### config.mk
export PLATFORM = sky130hd
export DESIGN_NAME = rth_front
export DESIGN_NICKNAME = d
export VERILOG_FILES = /design/src/hw/rtl/rgb_to_hsl_converter_defines.svh /design/src/hw/rtl/rth_pkg.sv /design/src/hw/rtl/rth_front.sv
export SDC_FILE = /design/constraint.sdc
export NUM_CORES = 1
export LEC_CHECK = 0
export BUFFER_PORTS_ARGS = -buffer_cell sky130_fd_sc_hd__buf_2
export CORE_UTILIZATION = 40
export DETAILED_ROUTE_END_ITERATION = 16
export GPL_TIMING_DRIVEN = 0
export PLACE_DENSITY = 0.63
export SYNTH_ARGS = -nofsm -noshare
export SYNTH_HDL_FRONTEND = slang
export SYNTH_SLANG_ARGS = --single-unit
### constraint.sdc
create_clock -name clock -period 5.4 [get_ports clock]
set_input_delay 1.08 -clock clock [delete_from_list [all_inputs] [get_ports clock]]
set_output_delay 1.08 -clock clock [all_outputs]
set_load 0.03 [all_outputs]
### src/hw/rtl/rgb_to_hsl_converter_defines.svh
// assertion macros for the rgb to hsl converter
`ifndef RGB_TO_HSL_CONVERTER_DEFINES_SVH
`define RGB_TO_HSL_CONVERTER_DEFINES_SVH

`ifndef SYNTHESIS
// same-cycle implication
`define RTH_ASSERT_NOW(label, clk, rst, pre, post) \
   label: assert property (@(posedge clk) disable iff (rst) (pre) |-> (post)) \
      else $error("rth assertion failed");
// next-cycle implication
`define RTH_ASSERT_NEXT(label, clk, rst, pre, post) \
   label: assert property (@(posedge clk) disable iff (rst) (pre) |=> (post)) \
      else $error("rth assertion failed");
`else
`define RTH_ASSERT_NOW(label, clk, rst, pre, post)
`define RTH_ASSERT_NEXT(label, clk, rst, pre, post)
`endif

`endif

### src/hw/rtl/rth_pkg.sv
package rth_pkg;

   localparam int CH_W    = 8;
   localparam int HUE_W   = 16;
   localparam int SAT_W   = 17;
   localparam int LIGHT_W = 17;

   // divider operands: numerator and denominator up to 6 * 255
   localparam int DIV_W           = 11;
   localparam int QUO_W           = 17;
   localparam int STEPS_PER_STAGE = 2;
   localparam int DIV_STAGES      = (QUO_W + STEPS_PER_STAGE - 1) / STEPS_PER_STAGE;
   localparam int FRONT_STAGES    = 2;
   localparam int NUM_STAGES      = FRONT_STAGES + DIV_STAGES;

   localparam logic [DIV_W-1:0] LIGHT_DEN = DIV_W'(510);
   localparam logic [DIV_W-1:0] SAT_SPLIT = DIV_W'(255);

   typedef struct packed {
      logic             bit_q;
      logic [DIV_W-1:0] rem;
   } div_step_type;

   // one restoring step, x below twice den
   function automatic div_step_type div_step(input logic [DIV_W:0] x,
                                             input logic [DIV_W-1:0] den);
      div_step_type res;
      logic [DIV_W:0] diff;
      diff = x - {1'b0, den};
      if (x >= {1'b0, den}) begin
         res.bit_q = 1'b1;
         res.rem   = diff[DIV_W-1:0];
      end else begin
         res.bit_q = 1'b0;
         res.rem   = x[DIV_W-1:0];
      end
      return res;
   endfunction

endpackage

### src/hw/rtl/rth_front.sv
module rth_front import rth_pkg::*; (
   input  logic                    clock,
   input  logic [FRONT_STAGES-1:0] stage_en,
   input  logic [CH_W-1:0]         red,
   input  logic [CH_W-1:0]         green,
   input  logic [CH_W-1:0]         blue,
   output logic [DIV_W-1:0]        hue_num,
   output logic [DIV_W-1:0]        hue_den,
   output logic [DIV_W-1:0]        sat_num,
   output logic [DIV_W-1:0]        sat_den,
   output logic [LIGHT_W-1:0]      light
);

   typedef enum logic [1:0] {
      SECT_RED,
      SECT_GREEN,
      SECT_BLUE
   } sector_type;

   // stage one: max, min, sector and signed color difference
   sector_type      sect_in, sect_ff;
   logic [CH_W-1:0] mx_in, mx_ff, mn_in, mn_ff;
   logic [CH_W:0]   diff_in, diff_ff;

   always_comb begin
      if (red >= green && red >= blue) begin
         sect_in = SECT_RED;
         mx_in   = red;
         diff_in = {1'b0, green} - {1'b0, blue};
      end else if (green >= blue) begin
         sect_in = SECT_GREEN;
         mx_in   = green;
         diff_in = {1'b0, blue} - {1'b0, red};
      end else begin
         sect_in = SECT_BLUE;
         mx_in   = blue;
         diff_in = {1'b0, red} - {1'b0, green};
      end
      if (red <= green && red <= blue) begin
         mn_in = red;
      end else if (green <= blue) begin
         mn_in = green;
      end else begin
         mn_in = blue;
      end
   end

   always_ff @(posedge clock) begin
      if (stage_en[0]) begin
         sect_ff <= sect_in;
         mx_ff   <= mx_in;
         mn_ff   <= mn_in;
         diff_ff <= diff_in;
      end
   end

   // stage two: divider operands and the finished lightness
   logic [CH_W-1:0]    d;
   logic [CH_W:0]      s;
   logic [DIV_W-1:0]   d6, base;
   logic [DIV_W:0]     n_wide;
   logic               gray;
   logic [DIV_W-1:0]   hue_num_in, hue_num_ff, hue_den_in, hue_den_ff;
   logic [DIV_W-1:0]   sat_num_in, sat_num_ff, sat_den_in, sat_den_ff;
   logic [LIGHT_W-2:0] light_y;
   logic [LIGHT_W-1:0] light_sum;
   logic [LIGHT_W-1:0] light_in, light_ff;

   always_comb begin
      d    = mx_ff - mn_ff;
      s    = {1'b0, mx_ff} + {1'b0, mn_ff};
      d6   = {1'b0, d, 2'b00} + {2'b00, d, 1'b0};
      gray = (d == '0);
      case (sect_ff)
         SECT_RED:   base = diff_ff[CH_W] ? d6 : '0;
         SECT_GREEN: base = {2'b00, d, 1'b0};
         SECT_BLUE:  base = {1'b0, d, 2'b00};
         default:    base = '0;
      endcase
      // result is never negative after the wrap above
      n_wide       = {1'b0, base} + {{(DIV_W - CH_W){diff_ff[CH_W]}}, diff_ff};
      hue_num_in   = n_wide[DIV_W-1:0];
      hue_den_in   = gray ? DIV_W'(1) : d6;
      sat_num_in   = {{(DIV_W - CH_W){1'b0}}, d};
      if (gray) begin
         sat_den_in = DIV_W'(1);
      end else if ({{(DIV_W - CH_W - 1){1'b0}}, s} < SAT_SPLIT) begin
         sat_den_in = {{(DIV_W - CH_W - 1){1'b0}}, s};
      end else begin
         sat_den_in = LIGHT_DEN - {{(DIV_W - CH_W - 1){1'b0}}, s};
      end
      // s * 65536 / 510 = 128 s + 128 s / 255, and y / 255 is
      // (y + (y >> 8) + 1) >> 8, exact for y up to 255 * 256
      light_y   = {s, {(LIGHT_W - CH_W - 2){1'b0}}};
      light_sum = {1'b0, light_y} + {{(CH_W + 1){1'b0}}, light_y[LIGHT_W-2:CH_W]}
                  + LIGHT_W'(1);
      light_in  = {1'b0, light_y} + {{CH_W{1'b0}}, light_sum[LIGHT_W-1:CH_W]};
   end

   always_ff @(posedge clock) begin
      if (stage_en[1]) begin
         hue_num_ff <= hue_num_in;
         hue_den_ff <= hue_den_in;
         sat_num_ff <= sat_num_in;
         sat_den_ff <= sat_den_in;
         light_ff   <= light_in;
      end
   end

   assign hue_num = hue_num_ff;
   assign hue_den = hue_den_ff;
   assign sat_num = sat_num_ff;
   assign sat_den = sat_den_ff;
   assign light   = light_ff;

endmodule

### Yosys cells after proc, flatten, opt, wreduce, memory -nomap -nowiden

Index checks and enable logic that the tools add are counted.

* memories kept: 0
* bits in registers: 84
* bits in read-only memories: 0
* RAM bits: 0
* latch bits: 0
* output and inout bits: 61
* input port bits: 27
* word-level logic and storage cells: 45

* multiplexer cells: 10
* eq/ne operators: 2
* $add $sub $neg: 11
* magnitude comparators: 7
* shift operators: 0
* div/mod/pow operators: 0
* reductions and logical operators: 5
* multiply operators: 0
* bitwise logic cells: 0

Operators by type and width (number)
* $pmux W11 S3: 1
* $mux W8: 4
* $mux W9: 3
* $sub A8 B8 Y9: 3
* $ge A8 B8 Y1: 3
* $le A8 B8 Y1: 3
* $add A16 B8 Y17: 1
* $add A16 B9 Y17: 1
* $add A17 B1 Y17 const B: 1
* $add A10 B9 Y11: 1
* $add A11 B11 Y11: 1
* $mux W11: 1
* $sub A9 B9 Y10 const A: 1
* $add A8 B8 Y9: 1
* $lt A9 B8 Y1 const B: 1
* $logic_not A8 Y1: 1
* $sub A8 B8 Y8: 1
* $eq A2 B1 Y1 const B: 1
* $eq A2 B2 Y1 const B: 1
* $logic_and A1 B1 Y1: 2
* $logic_not A2 Y1: 1
* $mux W2: 1
* $reduce_or A2 Y1: 1

### Logic depth before layout (Yosys ltp)

* depth after elaboration: 5
* mapped depth: 22
* mapped depth without buffers: 22

### Least setup slack after synthesis

No wires, ideal clock.

* path type: reg2reg
* start: reg mn_ff[0]
* end: reg hue_num_ff[10], in the netlist hue_num[10] (data pin)
* setup slack: 812 ps
* buffers on the path: 0
* data arrival time: 4414 ps
* stages on the path, launching flop included: 18
* data required time: 5226 ps
* period minus slack after synthesis: 4588 ps
* setup time: 174 ps
* path through: edfxtp_1 > ha_1 > fa_1 > xnor2_1 > ha_1 > a21o_1 > a21oi_1 > xnor2_1 > a22oi_1 > o22ai_1 > ha_1 > and3_1 > a2111oi_0 > a21oi_1 > a31oi_1 > mux2i_1 > a31o_2 > a311oi_1

* longest elaborated chain between the ends: 5

RTL lines
* from (decl): RTL line rth_front.sv:22 `logic [CH_W-1:0] mx_in, mx_ff, mn_in, mn_ff;`
* from (signal assigned): RTL line rth_front.sv:52 `mn_ff <= mn_in;`
* $sub A8 B8 Y8 *: RTL line rth_front.sv:70 `d = mx_ff - mn_ff;`
* net d[2]: RTL line rth_front.sv:58 `logic [CH_W-1:0] d;`
* $add A10 B9 Y11: RTL line rth_front.sv:72 `d6 = {1'b0, d, 2'b00} + {2'b00, d, 1'b0};`
* $mux W11: RTL line rth_front.sv:75 `SECT_RED: base = diff_ff[CH_W] ? d6 : '0;`
* $pmux W11 S3 *: RTL line rth_front.sv:74 `case (sect_ff)`
* $add A11 B11 Y11 *: RTL line rth_front.sv:81 `n_wide = {1'b0, base} + {{(DIV_W - CH_W){diff_ff[CH_W]}}, diff_ff};`
* net n_wide[10]: RTL line rth_front.sv:61 `logic [DIV_W:0] n_wide;`
* to (signal assigned): RTL line rth_front.sv:102 `hue_num_ff <= hue_num_in;`
* to (decl): RTL line rth_front.sv:63 `logic [DIV_W-1:0] hue_num_in, hue_num_ff, hue_den_in, hue_den_ff;`

Mark *: on every way through the listed nets, which the timed path passes. The rest lies on a longest branch.
A chain may end at the register's enable or synchronous reset.

### Final worst setup path

Same ends and word-level chain as after synthesis.

==> results.md <==
* Core ar. at 16600 um^2
* WL final at 15.0 mm
* Synth warn at 0
* P_leak at 3.42 nW
* Diode count at 0
* Fin crit period at 5050 ps
* Critical path required time at 5550 ps
* Hold_buf cts at 0
* Pwr per Cell Area at 483 nW/um^2
* HP Class: reg -> reg
* CTS tree: yes
* Clk_lat worst skew at 340 ps
* Max Slew Vio Count at 0
* Path depth of the worst reg2reg path at 17
* Via-per-instance ratio at 5.29
* I/O pins at 88
* Num rows at 47
* Die Y at 132 um
* Detailed Place HPWL at 11.7 mm
* CP peak stage delay at 550 ps
* Initial drt markers at 327
* Initial antenna violation count at 0
* Drt drc at 0
* Vias in the first global route at 4891
* Max_slew headroom at 0.181
* Worst R2R End: hue_num[10]
* Post-synth top flop: edfxtp_1
* GRT Util Overall at 0.173
* Clock Sinks at 84
* EDFF count, synth at 84
* Worst path slowest cell: a2111oi_1
* Cell Area, Placed at 7510 um^2
* Worst Skew at 6.79 ps
* P&R area growth vs syn at 15.0%
* Initial Utilization at 0.411
* Synth cell types at 69
* Crit path arrival time at 5200 ps
* Fillcell total at 1616
* Root buf cell: clkbuf_16
* Die area at 17500 um^2
* Crit path launch type: flop
* CP Max Fanout at 6
* Vias at 5339
* Chip width at 132 um
* Crit path from: mn_ff[0]
* IO buf count at 84
* CTS buffer count at 9
* # Max-Cap Violations at 0
* Largest net degree at the start of global routing at 58
* Final setup fails at 0
* CP Capture Point: hue_num[10]
* Peak VDD IR at 0.244 mV
* CP cell instances: ha_1 -> fa_1 -> nand2b_1 -> a21o_1 -> and2_1 -> ha_1 -> xnor2_1 -> a22oi_1 -> o22ai_1 -> ha_1 -> and3_1 -> a2111oi_1 -> a21oi_1 -> a31oi_2 -> mux2i_1 -> a31o_2 -> a311oi_1
* H-tree Lvls at 3
* Layout cells sized above 1 at 0.166
* Syn Std Cell Area at 6810 um^2
* Post-synthesis sequential area ratio at 0.371
* Total gr overflow at 0
* CTS clk-pin slew, worst paths at 60 ps
* First-pass GRT wire length at 24.1 mm
* DR WL/cell at 14.8 um
* DRT Pass-1 Iters at 5
* Post-route cell area at 7830 um^2
* Nets at 884
* Syn avg cell area at 9.91 um^2
* Largest cells by area after synthesis: edfxtp_1 37%, ha_1 12%, mux2i_1 6.8%
* #FFs+latches synth at 84
* CTS max path bufs at 2
* Post-Synthesis Cells at 687
* RSZ-0062 raised after global routing: false
* Area taken by multi-input logic gates at 3950 um^2
* Outcome: complete, no violations
* Top-count cell post-synth: edfxtp_1
* Final hold vios at 0
* Synth cell count leaders: 84 x edfxtp_1, 65 x ha_1, 65 x inv_1
* F_max at 198 MHz
* Slew @ Worst Pin at 1230 ps
* Ys async rst share at 0
* Critical Path End Type: flop
* Final Cycle Share at 0.935
* Most area-hungry cell type in the Yosys netlist: edfxtp_1
* Post-route ant nets at 0
* Top cell type's share of synthesized area at 0.371
* R2R Setup Slk at 350 ps
* FF+latch area at 2520 um^2
* Final setup TNS at 0 ps
* CP Class: reg -> reg
* Critical path's most frequent cell: ha_1
* RePlAce Congestion at 0.898
* Worst r2r src: mn_ff[0]
flip-flops by register name (all words and copies together) (netlist names):
signal   count
hue_num     11
sect_ff      2
sat_num      8
mn_ff        8
sat_den     10
mx_ff        8
diff_ff      9
light       17
hue_den     11
logic make-up (layout without fill, tap and decap cells):
kind of cell | count (synthesis) | in the layout | synth area share
buffers and inverters | 89 | 189 | 0.0540
flip-flops | 84 | 84 | 0.371
AO/OA/AOI/OAI | 159 | 159 | 0.157
other | 1 | 3 | 0.000551
XOR/XNOR | 43 | 43 | 0.0553
AND/OR/NAND/NOR | 188 | 188 | 0.146
multiplexers | 50 | 50 | 0.0743
adder cells (fa/ha/maj) | 73 | 73 | 0.143
cells in the final DEF, fill, tap and decap left out, types with 6 or more instances in the layout:
cell | netlist | routed
xor2_1 | 18 | 18
nor2b_1 | 14 | 14
or3_1 | 8 | 8
edfxtp_1 | 84 | 84
nor2_1 | 45 | 45
nor3_1 | 22 | 22
nand2_1 | 23 | 23
clkbuf_1 | 12 | 13
o21ai_0 | 29 | 29
fa_1 | 8 | 8
a21oi_1 | 44 | 44
and3_1 | 6 | 6
clkbuf_16 | 0 | 9
nand2b_1 | 11 | 11
nand4_1 | 9 | 9
and2_1 | 14 | 14
mux2i_1 | 46 | 46
inv_1 | 65 | 65
buf_2 | 6 | 90
o21a_1 | 15 | 15
ha_1 | 65 | 65
xnor2_1 | 25 | 24
a21o_1 | 10 | 10
nand3_1 | 13 | 13
per-layer routing:
layer / routed length (um) / up-vias / track usage / share of wire
met4: 384 / 0 / 0.0677 / 0.026
li1: - / 2706 / - / -
met3: 520 / 26 / 0.0261 / 0.035
met1: 7460 / 2468 / 0.238 / 0.50
met2: 6610 / 139 / 0.273 / 0.44
met5: 0 / - / 0 / 0
timing repair:
item	CTS	global route
buffers inserted	0	0
gates resized for setup	1	3
gates cloned	0	0
endpoints found under the setup margin	1	1
final cells by class:
type,instances,area share
buffer,24,0.0158
multi-input combinational,516,0.505
tap,220,0.0351
timing repair buffer,84,0.0537
clock inverter,6,0.00831
inverter,65,0.0312
clock buffer,10,0.0292
sequential,84,0.322
critical path, delay by kind of cell, from the launching register on:
family	cells	cell delay, ps
fa+ha+maj	4	1370
xor+xnor	1	250
simple gates	3	680
flops	1	390
mux	1	120
compound gates	8	2040
through the flow:
stage	total power (W)	setup slack (ps)	cells	utilization	hold WS [ps]
after floorplan	0.00265	812	689	-	400
after global placement	0.00314	73.3	993	0.453	442
after detailed placement	0.00316	5.02	993	0.453	436
after CTS	0.00378	165	1009	0.471	452
after global routing	0.00404	47.6	1009	0.472	457
final	0.00378	353	1009	0.472	438
how the worst min path moves through the flow:
stage                from    endpoint  slack (ps)  cells after the start
2_1_floorplan  diff_ff[0]  hue_num[0]         400                      0
3_3_place_gp   diff_ff[0]  hue_num[0]         440                      0
3_5_place_dp   diff_ff[0]  hue_num[0]         440                      0
4_1_cts        diff_ff[0]  hue_num[0]         450                      0
5_1_grt        diff_ff[0]  hue_num[0]         460                      0
6_report       diff_ff[0]  hue_num[0]         440                      0
power by group:
group / internal (W) / switching (W)
clock: 0.000358 / 0.000249
sequential: 0.00102 / 0.0000536
combinational: 0.000777 / 0.00133
Note: power is estimated with default switching activity, not from simulation.
