==> config.mk <==
export PLATFORM = sky130hd
export DESIGN_NAME = rth_div
export DESIGN_NICKNAME = d
export VERILOG_FILES = /design/src/hw/rtl/rgb_to_hsl_converter_defines.svh /design/src/hw/rtl/rth_pkg.sv /design/src/hw/rtl/rth_div.sv
export SDC_FILE = /design/constraint.sdc
export NUM_CORES = 1
export LEC_CHECK = 0
export ABC_AREA = 1
export BUFFER_PORTS_ARGS = -buffer_cell sky130_fd_sc_hd__buf_2
export CAP_MARGIN = 40
export CORE_ASPECT_RATIO = 0.6
export CORE_MARGIN = 2
export CORE_UTILIZATION = 45
export DETAILED_ROUTE_END_ITERATION = 6
export HOLD_SLACK_MARGIN = 0.08
export PLACE_DENSITY = 0.69
export SLEW_MARGIN = 5
export SYNTH_ARGS = -nofsm -noshare
export SYNTH_HDL_FRONTEND = slang
export SYNTH_SLANG_ARGS = --single-unit
==> constraint.sdc <==
create_clock -name clock -period 4.45 [get_ports clock]
set_clock_uncertainty 0.2 [all_clocks]
set_input_delay 0.89 -clock clock [delete_from_list [all_inputs] [get_ports clock]]
set_output_delay 0.89 -clock clock [all_outputs]
set_load 0.1 [all_outputs]
==> src/hw/rtl/rgb_to_hsl_converter_defines.svh <==
// assertion macros for the rgb to hsl converter
`ifndef RGB_TO_HSL_CONVERTER_DEFINES_SVH
`define RGB_TO_HSL_CONVERTER_DEFINES_SVH

`ifndef SYNTHESIS
// same-cycle implication
`define RTH_ASSERT_NOW(label, clk, rst, pre, post) \
   label: assert property (@(posedge clk) disable iff (rst) (pre) |-> (post)) \
      else $error("rth assertion failed");
// next-cycle implication
`define RTH_ASSERT_NEXT(label, clk, rst, pre, post) \
   label: assert property (@(posedge clk) disable iff (rst) (pre) |=> (post)) \
      else $error("rth assertion failed");
`else
`define RTH_ASSERT_NOW(label, clk, rst, pre, post)
`define RTH_ASSERT_NEXT(label, clk, rst, pre, post)
`endif

`endif

==> src/hw/rtl/rth_pkg.sv <==
package rth_pkg;

   localparam int CH_W    = 8;
   localparam int HUE_W   = 16;
   localparam int SAT_W   = 17;
   localparam int LIGHT_W = 17;

   // divider operands: numerator and denominator up to 6 * 255
   localparam int DIV_W           = 11;
   localparam int QUO_W           = 17;
   localparam int STEPS_PER_STAGE = 2;
   localparam int DIV_STAGES      = (QUO_W + STEPS_PER_STAGE - 1) / STEPS_PER_STAGE;
   localparam int FRONT_STAGES    = 2;
   localparam int NUM_STAGES      = FRONT_STAGES + DIV_STAGES;

   localparam logic [DIV_W-1:0] LIGHT_DEN = DIV_W'(510);
   localparam logic [DIV_W-1:0] SAT_SPLIT = DIV_W'(255);

   typedef struct packed {
      logic             bit_q;
      logic [DIV_W-1:0] rem;
   } div_step_type;

   // one restoring step, x below twice den
   function automatic div_step_type div_step(input logic [DIV_W:0] x,
                                             input logic [DIV_W-1:0] den);
      div_step_type res;
      logic [DIV_W:0] diff;
      diff = x - {1'b0, den};
      if (x >= {1'b0, den}) begin
         res.bit_q = 1'b1;
         res.rem   = diff[DIV_W-1:0];
      end else begin
         res.bit_q = 1'b0;
         res.rem   = x[DIV_W-1:0];
      end
      return res;
   endfunction

endpackage

==> src/hw/rtl/rth_div.sv <==
module rth_div import rth_pkg::*; (
   input  logic                  clock,
   input  logic [DIV_STAGES-1:0] stage_en,
   input  logic [DIV_W-1:0]      num,
   input  logic [DIV_W-1:0]      den,
   output logic [QUO_W-1:0]      quo
);

   // computes floor(num * 2^(QUO_W-1) / den) for num <= den, msb first
   logic [DIV_W:0]   x_ff   [DIV_STAGES];
   logic [DIV_W-1:0] den_ff [DIV_STAGES];
   logic [QUO_W-1:0] q_ff   [DIV_STAGES];

   for (genvar i = 0; i < DIV_STAGES; i++) begin : g_stage
      logic [DIV_W:0]   x_src, x_in;
      logic [DIV_W-1:0] den_src;
      logic [QUO_W-1:0] q_src, q_in;

      if (i == 0) begin : g_first
         assign x_src   = {1'b0, num};
         assign den_src = den;
         assign q_src   = '0;
      end else begin : g_next
         assign x_src   = x_ff[i-1];
         assign den_src = den_ff[i-1];
         assign q_src   = q_ff[i-1];
      end

      always_comb begin
         div_step_type st;
         x_in = x_src;
         q_in = q_src;
         for (int j = 0; j < STEPS_PER_STAGE; j++) begin
            if (i * STEPS_PER_STAGE + j < QUO_W) begin
               st   = div_step(x_in, den_src);
               q_in = {q_in[QUO_W-2:0], st.bit_q};
               x_in = {st.rem, 1'b0};
            end
         end
      end

      always_ff @(posedge clock) begin
         if (stage_en[i]) begin
            x_ff[i]   <= x_in;
            den_ff[i] <= den_src;
            q_ff[i]   <= q_in;
         end
      end
   end

   assign quo = q_ff[DIV_STAGES-1];

endmodule

## Word-level counts from Yosys, hierarchy flattened

Memories as Yosys holds them, arrays and structs flattened.
Cells that the tools add are included.

| storage, ports and cells | value |
|---|---|
| register bits | 0 |
| latch bits | 0 |
| memory bits (writable) | 351 |
| bits in read-only memories | 0 |
| bits of input ports | 32 |
| output and inout port bits | 17 |
| logic and storage cells | 72 |
| memories | 3 |

| cells by class | value |
|---|---|
| add/sub/neg operators | 17 |
| multiply operators | 0 |
| divide/modulo/power cells | 0 |
| magnitude comparators | 17 |
| equality and inequality tests | 0 |
| shift operators | 0 |
| muxes and demuxes | 35 |
| bitwise gates (word level) | 0 |
| reduce and logical (&&, ||, !) cells | 0 |

Memory list:

| name | depth | bits a word | rd ports | clocked after Yosys merged registers in | wr ports | RTL line | source |
|---|---|---|---|---|---|---|---|
| q_ff | 9 | 17 | 9 | 0 | 9 | rth_div.sv:12 | `logic [QUO_W-1:0] q_ff [DIV_STAGES];` |
| den_ff | 9 | 11 | 8 | 0 | 9 | rth_div.sv:11 | `logic [DIV_W-1:0] den_ff [DIV_STAGES];` |
| x_ff | 9 | 11 | 8 | 0 | 9 | rth_div.sv:10 | `logic [DIV_W:0] x_ff [DIV_STAGES];` |

Operators with widths:

| operator | count |
|---|---|
| $mux 12 | 17 |
| $ge 12x11->1 | 16 |
| $sub 11x11->11 | 17 |
| $mux 1 | 18 |
| $ge 11x11->1 | 1 |

## Logic depth before layout (Yosys ltp)

Gate-level depths: netlist of the first run.
An unclocked memory read counts as a cell.

| depth | value |
|---|---|
| depth in word-level cells | 5 |
| gate-level depth with buffers | 24 |
| depth with buffers taken out | 23 |

## Least setup slack after synthesis of the first run

OpenSTA, ideal clock, no wires.

| path | value |
|---|---|
| kind | input-to-reg |
| from | input den[4] |
| to | memory x_ff[0][0] in the netlist's numbering (data pin) |
| library setup time | 0.253 ns |
| data arrival time | 3.358 ns |
| data required time | 3.997 ns |
| slack | 0.640 ns |
| cell stages on the path | 19 |
| path buffers | 2 |
| path through | inv_1 ha_1 a21oi_2 nor2_1 nor2_1 nand2_1 a21oi_2 buf_4 nand2_1 o21ai_0 ha_1 a21o_1 nor2_1 nand3_1 a21oi_1 nand2_1 nor2_2 buf_4 nor2_1 |

RTL lines:

| element | RTL line | source |
|---|---|---|
| start, declared | rth_div.sv:5 | `input logic [DIV_W-1:0] den,` |
| end, declared | rth_div.sv:10 |  |

==> flow_summary.html, run 1 <==
<table>
<tr><th>Metric</th><th>Value</th></tr>
<tr><th colspan="2">Detailed routing</th></tr>
<tr><td>DRC</td><td>0</td></tr>
<tr><td>Detailed-route vias per instance</td><td>5.26</td></tr>
<tr><td>Count of TritonRoute iterations in the first routing pass</td><td>6</td></tr>
<tr><td>Number of vias after detailed routing</td><td>16100</td></tr>
<tr><td>Number of routed nets with antenna violations</td><td>0</td></tr>
<tr><td>Average detailed-routed wire length per instance</td><td>16.6 um</td></tr>
<tr><td>Final wirelength</td><td>50.9 mm</td></tr>
<tr><td>Violation count after the first detailed-routing iteration</td><td>1645</td></tr>
<tr><th colspan="2">Setup path</th></tr>
<tr><td>CP delay by family, top</td><td>simple AND/OR/NAND/NOR gates</td></tr>
<tr><td>Most used cell along the critical path</td><td>sky130_fd_sc_hd__nand2_1</td></tr>
<tr><td>Slowest-stage cell, CP</td><td>sky130_fd_sc_hd__edfxtp_1</td></tr>
<tr><td>Data arrival time of the critical path</td><td>4.39 ns</td></tr>
<tr><td>Required time at the endpoint of the critical path</td><td>4.68 ns</td></tr>
<tr><td>Delay of the slowest cell on the worst path</td><td>0.55 ns</td></tr>
<tr><td>Setup CP Type</td><td>reg -&gt; reg</td></tr>
<tr><td>Worst flop-to-flop path startpoint</td><td>den_ff[0][12]$_DFFE_PP_</td></tr>
<tr><td>Sort of element at the end of the critical path</td><td>flip-flop</td></tr>
<tr><td>Count of buffer and inverter cells on the critical path</td><td>4</td></tr>
<tr><td>Reg2Reg Setup Slack</td><td>0.29 ns</td></tr>
<tr><td>Critical path depth in cells</td><td>22</td></tr>
<tr><td>Largest fanout of any net on the critical path</td><td>8</td></tr>
<tr><td>List of cells traversed by the critical path</td><td>fa_1 -&gt; inv_1 -&gt; nand2_1 -&gt; nand2_1 -&gt; nand2_1 -&gt; nand2_1 -&gt; nand2_1 -&gt; nand3_2 -&gt; inv_1 -&gt; buf_4 -&gt; o21ai_1 -&gt; ha_1 -&gt; a21oi_1 -&gt; nand2_2 -&gt; nand2_1 -&gt; nand2_1 -&gt; nand3_1 -&gt; nand2_2 -&gt; nor2_4 -&gt; buf_4 -&gt; nand2_1 -&gt; nand2_1</td></tr>
<tr><td>Number of cells on the worst reg-to-reg path</td><td>22</td></tr>
<tr><td>Endpoint of the worst register-to-register path</td><td>x_ff[0][25]$_DFFE_PP_</td></tr>
<tr><td>Type of element launching the critical path</td><td>flip-flop</td></tr>
<tr><th colspan="2">Flow run</th></tr>
<tr><td>Maximum capacitance violations</td><td>0</td></tr>
<tr><th colspan="2">Outcome</th></tr>
<tr><td>Run status</td><td>finished, final reports clean</td></tr>
<tr><th colspan="2">Floorplan</th></tr>
<tr><td>Chip width</td><td>273 um</td></tr>
<tr><td>Initial standard-cell utilization of the core</td><td>0.453</td></tr>
<tr><td># rows</td><td>59</td></tr>
<tr><td>Die outline area</td><td>45100 um^2</td></tr>
<tr><td>Y dimension of the die</td><td>165 um</td></tr>
<tr><td>I/O pin count</td><td>49</td></tr>
<tr><td>Core area</td><td>43000 um^2</td></tr>
<tr><th colspan="2">Clocking</th></tr>
<tr><td>Hold Buf Count CTS</td><td>0</td></tr>
<tr><td>Maximum clock insertion buffer count</td><td>3</td></tr>
<tr><td>CTS sink cnt</td><td>265</td></tr>
<tr><td>Master cell of the clock root buffer</td><td>sky130_fd_sc_hd__clkbuf_16</td></tr>
<tr><td>CTS tree</td><td>yes</td></tr>
<tr><td>Total number of H-tree levels</td><td>1</td></tr>
<tr><td>Number of clock buffers inserted by TritonCTS</td><td>29</td></tr>
<tr><td>Clock insertion delay at the later pin of the skew report</td><td>0.58 ns</td></tr>
<tr><td>Clock transition time at the flip-flop clock pins of the worst setup and hold paths</td><td>0.06 ns</td></tr>
<tr><th colspan="2">Logic synthesis</th></tr>
<tr><td>Combined area of all synthesized cells</td><td>19500 um^2</td></tr>
<tr><td>Post-synthesis sequential element count</td><td>265</td></tr>
<tr><td>Yosys warning count</td><td>0</td></tr>
<tr><td>Post-synthesis sequential area ratio</td><td>0.408</td></tr>
<tr><td>Net count of the mapped netlist</td><td>2607</td></tr>
<tr><td>Distinct cells, synth</td><td>41</td></tr>
<tr><td>Per-instance average area after synthesis</td><td>8.17 um^2</td></tr>
<tr><td>Synth Instances</td><td>2387</td></tr>
<tr><th colspan="2">Timing</th></tr>
<tr><td>Final number of setup-violating endpoints</td><td>0</td></tr>
<tr><td>Max-slew violation total from the final report</td><td>0</td></tr>
<tr><td>Final hold viol count</td><td>0</td></tr>
<tr><td>Worst-Margin Slew</td><td>0.830 ns</td></tr>
<tr><td>Unrepaired setup endpoints after global routing</td><td>no</td></tr>
<tr><td>Sum of negative setup slack</td><td>0 ns</td></tr>
<tr><td>Worst rel slew slack</td><td>0.446</td></tr>
<tr><td>Final cycle utilization of the critical path</td><td>0.935</td></tr>
<tr><td>Final critical delay including setup and external delays</td><td>4.16 ns</td></tr>
<tr><td>Maximum achievable frequency</td><td>240 MHz</td></tr>
<tr><th colspan="2">Global routing</th></tr>
<tr><td>Number of antenna violations at the first check in global routing</td><td>2</td></tr>
<tr><td>Global-route wire length before repair</td><td>79.5 mm</td></tr>
<tr><td>Largest net degree at the start of global routing</td><td>35</td></tr>
<tr><td>Overflow after GRT</td><td>0</td></tr>
<tr><td>Number of global-route vias before repair</td><td>14500</td></tr>
<tr><td>Total global-route track usage</td><td>0.225</td></tr>
<tr><th colspan="2">Layout</th></tr>
<tr><td>Total Nets Final</td><td>2684</td></tr>
<tr><td>Synth-to-Final Area Change</td><td>10.2%</td></tr>
<tr><td>Share of cells above drive strength 1</td><td>0.0877</td></tr>
<tr><td>Commonest cells after routing, fill and taps aside</td><td>sky130_fd_sc_hd__nand2_1, sky130_fd_sc_hd__inv_1, sky130_fd_sc_hd__edfxtp_1</td></tr>
<tr><td>Antenna cell count</td><td>0</td></tr>
<tr><td>Most common library cell in the layout ignoring fill and taps</td><td>sky130_fd_sc_hd__nand2_1</td></tr>
<tr><th colspan="2">Min path</th></tr>
<tr><td>Startpoint of the tightest hold check path</td><td>q_ff[0][69]$_DFFE_PP_</td></tr>
<tr><td>Cells on Worst Hold Path</td><td>0</td></tr>
<tr><td>Hold Path End</td><td>q_ff[0][88]$_DFFE_PP_</td></tr>
<tr><td>Worst hold path type</td><td>reg -&gt; reg</td></tr>
<tr><th colspan="2">Place</th></tr>
<tr><td>Number of port buffers</td><td>48</td></tr>
<tr><td>Final weighted congestion of routability-driven global placement</td><td>0.961</td></tr>
<tr><td>Total half-perimeter wirelength after legalization and detailed placement</td><td>40.6 mm</td></tr>
</table>
metal layers:
layer	track usage	routed length (um)	vias to the layer above
met2	0.288	18400	622
li1	-	-	8024
met5	0	13	-
met4	0.0380	729	2
met1	0.378	27200	7437
met3	0.0432	4650	54
state kept, by name (all words and copies together), names as in the netlist:
register,cells
den_ff,88
x_ff,88
q_ff,89
layout make-up:
type / instances / area [um^2]
fillers: 3930 / 21500
multi-input cells: 1749 / 10000
flip-flops and latches: 265 / 7960
inverters: 341 / 1280
clock buffers: 35 / 748
well taps: 579 / 724
repair buffers: 78 / 503
clock inverters: 19 / 234
repair_timing:
| action | in CTS | in global routing |
|---|---|---|
| buffers inserted | 0 | 0 |
| gates resized for setup | 0 | 5 |
| setup endpoints to repair | 0 | 18 |
| endpoints found under the hold margin | 0 | 0 |
worst max-delay path by stage:
stage                            start                        end  slack, ns
2_1_floorplan                   den[4]   x_ff[0][0]$_SDFFCE_PN0P_       0.64
3_3_place_gp                    den[1]       x_ff[0][7]$_DFFE_PP_       0.14
3_5_place_dp                    den[1]       x_ff[0][7]$_DFFE_PP_        0.1
4_1_cts        den_ff[0][74]$_DFFE_PP_  x_ff[0][77]$_SDFFCE_PN0P_       0.31
5_1_grt        den_ff[0][12]$_DFFE_PP_      x_ff[0][25]$_DFFE_PP_       0.03
6_report       den_ff[0][12]$_DFFE_PP_      x_ff[0][25]$_DFFE_PP_       0.29
Yosys cell counts, drive strengths merged:
| cell type | number | area share |
|---|---|---|
| a211oi | 1 | 0.00039 |
| a21o | 7 | 0.0027 |
| a21oi | 126 | 0.035 |
| a31oi | 4 | 0.0013 |
| buf | 31 | 0.013 |
| clkbuf | 1 | 0.00026 |
| edfxtp | 265 | 0.41 |
| fa | 9 | 0.0092 |
| ha | 179 | 0.11 |
| inv | 341 | 0.066 |
| nand2 | 774 | 0.15 |
| nand3 | 181 | 0.053 |
| nand3b | 8 | 0.0056 |
| nand4 | 48 | 0.016 |
| nor2 | 182 | 0.038 |
| nor3 | 11 | 0.0031 |
| nor3b | 1 | 0.00039 |
| o211ai | 2 | 0.00077 |
| o21ai | 59 | 0.016 |
| o21bai | 37 | 0.015 |
| or2 | 15 | 0.0048 |
| xnor2 | 31 | 0.014 |
| xor2 | 74 | 0.033 |
stage by stage:
step / cell area, um^2 / std cells / hold WS, ns / utilization / setup WS (ns)
6_report: 21500 / 3066 / 0.214 / 0.499 / 0.290
5_1_grt: 21500 / 3066 / 0.222 / 0.499 / 0.0271
4_1_cts: 21500 / 3066 / 0.217 / 0.499 / 0.307
3_5_place_dp: 20500 / 3012 / 0.205 / 0.476 / 0.0955
3_3_place_gp: 20400 / 3010 / 0.201 / 0.475 / 0.139
2_1_floorplan: 19500 / 2387 / 0.200 / - / 0.640
cell families after synthesis:
kind of cell	count (synthesis)	synth area share
flops	265	0.408
simple gates	1220	0.272
compound gates	236	0.0709
buf+inv	373	0.0784
xor+xnor	105	0.0471
fa+ha+maj	188	0.124
Power of run 1 is left out: the tool's default activity adds up to more than one toggle a clock period on the data nets, which glitch-free logic cannot reach.
==> run 2: changes to the inputs <==
- GPL_TIMING_DRIVEN: not set -> 1
- PLACE_DENSITY: 0.69 -> 0.71
- clock period: 4.45 -> 3.5 ns (I/O delays scaled with it)
==> flow_summary.html, run 2 (synthesis results as in run 1) <==
<table>
<tr><th>Metric</th><th>Value</th></tr>
<tr><th colspan="2">Outcome</th></tr>
<tr><td>Run status</td><td>finished, violations left</td></tr>
<tr><td>Violations in the final reports</td><td>DRC, setup timing</td></tr>
<tr><th colspan="2">Timing</th></tr>
<tr><td>Worst-Margin Slew</td><td>0.899 ns (+0.0687 ns)</td></tr>
<tr><td>Sum of negative setup slack</td><td>-1.66 ns (-1.66 ns)</td></tr>
<tr><td>Final number of setup-violating endpoints</td><td>26 (+26)</td></tr>
<tr><td>Final critical delay including setup and external delays</td><td>3.66 ns (-0.496 ns)</td></tr>
<tr><td>Maximum achievable frequency</td><td>273 MHz (+14%)</td></tr>
<tr><td>Worst hold slack after final layout</td><td>0.174 ns (-0.0396 ns)</td></tr>
<tr><td>Final hold viol count</td><td>0 (unchanged)</td></tr>
<tr><td>Final cycle utilization of the critical path</td><td>1.05 (+0.112)</td></tr>
<tr><td>Setup slack of the critical path after layout</td><td>-0.164 ns (-0.454 ns)</td></tr>
<tr><td>Worst rel slew slack</td><td>0.401 (-0.0458)</td></tr>
<tr><td>Unrepaired setup endpoints after global routing</td><td>yes</td></tr>
<tr><td>Max-slew violation total from the final report</td><td>0 (unchanged)</td></tr>
<tr><th colspan="2">Global routing</th></tr>
<tr><td>Global-route track usage on met1</td><td>0.411 (+0.0329)</td></tr>
<tr><td>Global-route wire length before repair</td><td>92.2 mm (+16%)</td></tr>
<tr><td>GR met3 Demand/Resource</td><td>0.0617 (+0.0185)</td></tr>
<tr><td>Largest net degree at the start of global routing</td><td>38 (+8.6%)</td></tr>
<tr><td>M2 GR Usage</td><td>0.360 (+0.0723)</td></tr>
<tr><td>Number of global-route vias before repair</td><td>16900 (+17%)</td></tr>
<tr><td>Overflow after GRT</td><td>0 (unchanged)</td></tr>
<tr><td>Number of antenna violations at the first check in global routing</td><td>0 (-2)</td></tr>
<tr><td>Most heavily used metal layer in global routing</td><td>met1</td></tr>
<tr><td>Total global-route track usage</td><td>0.262 (+0.0373)</td></tr>
<tr><th colspan="2">Detailed routing</th></tr>
<tr><td>Final wirelength</td><td>68.7 mm (+35%)</td></tr>
<tr><td>Number of routed nets with antenna violations</td><td>0 (unchanged)</td></tr>
<tr><td>Violation count after the first detailed-routing iteration</td><td>2579 (+57%)</td></tr>
<tr><td>Count of TritonRoute iterations in the first routing pass</td><td>7 (+1)</td></tr>
<tr><td>Detailed-route vias per instance</td><td>5.39 (+2.5%)</td></tr>
<tr><td>DRC</td><td>23 (+23)</td></tr>
<tr><td>Number of vias after detailed routing</td><td>19600 (+21%)</td></tr>
<tr><td>Average detailed-routed wire length per instance</td><td>18.9 um (+14%)</td></tr>
<tr><th colspan="2">Floorplan</th></tr>
<tr><td># rows</td><td>59 (unchanged)</td></tr>
<tr><td>Chip width</td><td>273 um (unchanged)</td></tr>
<tr><td>Y dimension of the die</td><td>165 um (unchanged)</td></tr>
<tr><td>Core area</td><td>43000 um^2 (unchanged)</td></tr>
<tr><td>Die outline area</td><td>45100 um^2 (unchanged)</td></tr>
<tr><td>Initial standard-cell utilization of the core</td><td>0.453 (unchanged)</td></tr>
<tr><td>I/O pin count</td><td>49 (unchanged)</td></tr>
<tr><th colspan="2">Layout</th></tr>
<tr><td>Most common library cell in the layout ignoring fill and taps</td><td>sky130_fd_sc_hd__nand2_1</td></tr>
<tr><td>Total Nets Final</td><td>3256 (+21%)</td></tr>
<tr><td>Commonest cells after routing, fill and taps aside</td><td>sky130_fd_sc_hd__nand2_1, sky130_fd_sc_hd__buf_4, sky130_fd_sc_hd__edfxtp_1</td></tr>
<tr><td>Synth-to-Final Area Change</td><td>48.4%</td></tr>
<tr><td>Share of cells above drive strength 1</td><td>0.425 (+0.337)</td></tr>
<tr><td>Number of flip-flops under the largest register name</td><td>89 (unchanged)</td></tr>
<tr><td>Count of fill cells added during filler insertion</td><td>3102 (-21%)</td></tr>
<tr><td>Antenna cell count</td><td>0 (unchanged)</td></tr>
<tr><td>Top Registers</td><td>q_ff (89), den_ff (88), x_ff (88)</td></tr>
<tr><td>Multi-input combinational cell area</td><td>13000 um^2 (+29%)</td></tr>
<tr><td>Top register by number of flip-flops</td><td>q_ff</td></tr>
<tr><td>Register area</td><td>7960 um^2 (unchanged)</td></tr>
<tr><th colspan="2">Place</th></tr>
<tr><td>Final weighted congestion of routability-driven global placement</td><td>0.957 (-0.39%)</td></tr>
<tr><td>Number of port buffers</td><td>48 (unchanged)</td></tr>
<tr><td>Total half-perimeter wirelength after legalization and detailed placement</td><td>45.0 mm (+11%)</td></tr>
<tr><td>Worst setup slack after placement</td><td>-0.535 ns (-0.630 ns)</td></tr>
<tr><th colspan="2">Flow run</th></tr>
<tr><td>Maximum capacitance violations</td><td>0 (unchanged)</td></tr>
<tr><th colspan="2">Clocking</th></tr>
<tr><td>Clock insertion delay at the later pin of the skew report</td><td>0.57 ns (about the same)</td></tr>
<tr><td>Number of clock buffers inserted by TritonCTS</td><td>26 (-10%)</td></tr>
<tr><td>Master cell of the clock root buffer</td><td>sky130_fd_sc_hd__clkbuf_16</td></tr>
<tr><td>Maximum clock insertion buffer count</td><td>3 (unchanged)</td></tr>
<tr><td>CTS sink cnt</td><td>265 (unchanged)</td></tr>
<tr><td>Clock transition time at the flip-flop clock pins of the worst setup and hold paths</td><td>0.08 ns (+0.02 ns)</td></tr>
<tr><td>CTS tree</td><td>yes</td></tr>
<tr><td>Total number of H-tree levels</td><td>1 (unchanged)</td></tr>
<tr><th colspan="2">Setup path</th></tr>
<tr><td>Sort of element at the end of the critical path</td><td>flip-flop</td></tr>
<tr><td>Data arrival time of the critical path</td><td>3.80 ns (-0.59 ns)</td></tr>
<tr><td>Type of element launching the critical path</td><td>flip-flop</td></tr>
<tr><td>Setup CP Type</td><td>reg -&gt; reg</td></tr>
<tr><td>Largest fanout of any net on the critical path</td><td>5 (-3)</td></tr>
<tr><td>Number of cells on the worst reg-to-reg path</td><td>21 (-4.5%)</td></tr>
<tr><td>Required time at the endpoint of the critical path</td><td>3.63 ns (-1.05 ns)</td></tr>
<tr><th colspan="2">Min path</th></tr>
<tr><td>Worst hold path type</td><td>in -&gt; reg</td></tr>
<tr><td>Cells on Worst Hold Path</td><td>1 (+1)</td></tr>
</table>
[run 2: cell count changes in the layout (fill, tap and decap cells not counted), sizes merged]
cell / change
nand3b: +3
nor2: +4
clkinvlp: +4
clkinv: -1
nand2: +1
nand3: +2
bufinv: +3
clkbuf: -2
inv: -5
buf: +559
[run 2: final timing paths]
kind                           start                     to  slack [ns]
max reg2reg  den_ff[0][19]$_DFFE_PP_  x_ff[0][31]$_DFFE_PP_       -0.16
max          den_ff[0][19]$_DFFE_PP_  x_ff[0][31]$_DFFE_PP_       -0.16
min                      stage_en[6]  x_ff[0][72]$_DFFE_PP_        0.17
min reg2reg    q_ff[0][70]$_DFFE_PP_  q_ff[0][89]$_DFFE_PP_        0.22
[run 2: cell type report]
| class | instances | area share |
|---|---|---|
| clock inverters | 18 | 0.00977 |
| multi-input cells | 1759 | 0.448 |
| flip-flops and latches | 265 | 0.275 |
| inverters | 341 | 0.0450 |
| well taps | 579 | 0.0250 |
| repair inverters | 2 | 0.000476 |
| clock buffers | 29 | 0.0236 |
| repair buffers | 641 | 0.173 |
[run 2: critical path, cell delays in order, from the launching register on]
cell and delay (ns):
sky130_fd_sc_hd__edfxtp_1 0.41, sky130_fd_sc_hd__inv_1 0.12, sky130_fd_sc_hd__ha_1 0.32, sky130_fd_sc_hd__nand2_1 0.09, sky130_fd_sc_hd__inv_1 0.09, sky130_fd_sc_hd__nand2_1 0.07, sky130_fd_sc_hd__nor2_1 0.12, sky130_fd_sc_hd__nand2_2 0.09
sky130_fd_sc_hd__nand3_4 0.10, sky130_fd_sc_hd__clkinvlp_4 0.19, sky130_fd_sc_hd__buf_12 0.19, sky130_fd_sc_hd__nand2_1 0.13, sky130_fd_sc_hd__o21ai_4 0.09, sky130_fd_sc_hd__ha_4 0.32, sky130_fd_sc_hd__nand2_2 0.10, sky130_fd_sc_hd__buf_4 0.14
sky130_fd_sc_hd__nor2_1 0.09, sky130_fd_sc_hd__nand3_1 0.09, sky130_fd_sc_hd__nand4_1 0.20, sky130_fd_sc_hd__xor2_2 0.13, sky130_fd_sc_hd__nand2_2 0.09, sky130_fd_sc_hd__nand2_2 0.05
[run 2: what timing repair did]
action / in CTS / in global routing
gates cloned: 9 / 10
resized for setup: 119 / 543
pin swaps: 21 / 201
hold buffers: 0 / 0
endpoints found under the setup margin: 81 / 96
setup buffers: 46 / 118
[run 2: per-stage QoR]
stage	util	std cells	cell area [um^2]
detailed placement	0.547	3404	23500
global placement	0.546	3402	23500
finish	0.672	3634	28900
global route	0.672	3634	28900
floorplan	-	2387	19600
CTS	0.593	3506	25500
[run 2: metal layers]
metal  part of all wire  wire length [um]  vias up
met1               0.44             30500     9168
li1                   -                 -     9203
met3               0.11              7900      134
met2               0.42             28700     1096
met4              0.023              1580        0
met5                  0                 0        -
Power of run 2 is left out for the same reason.
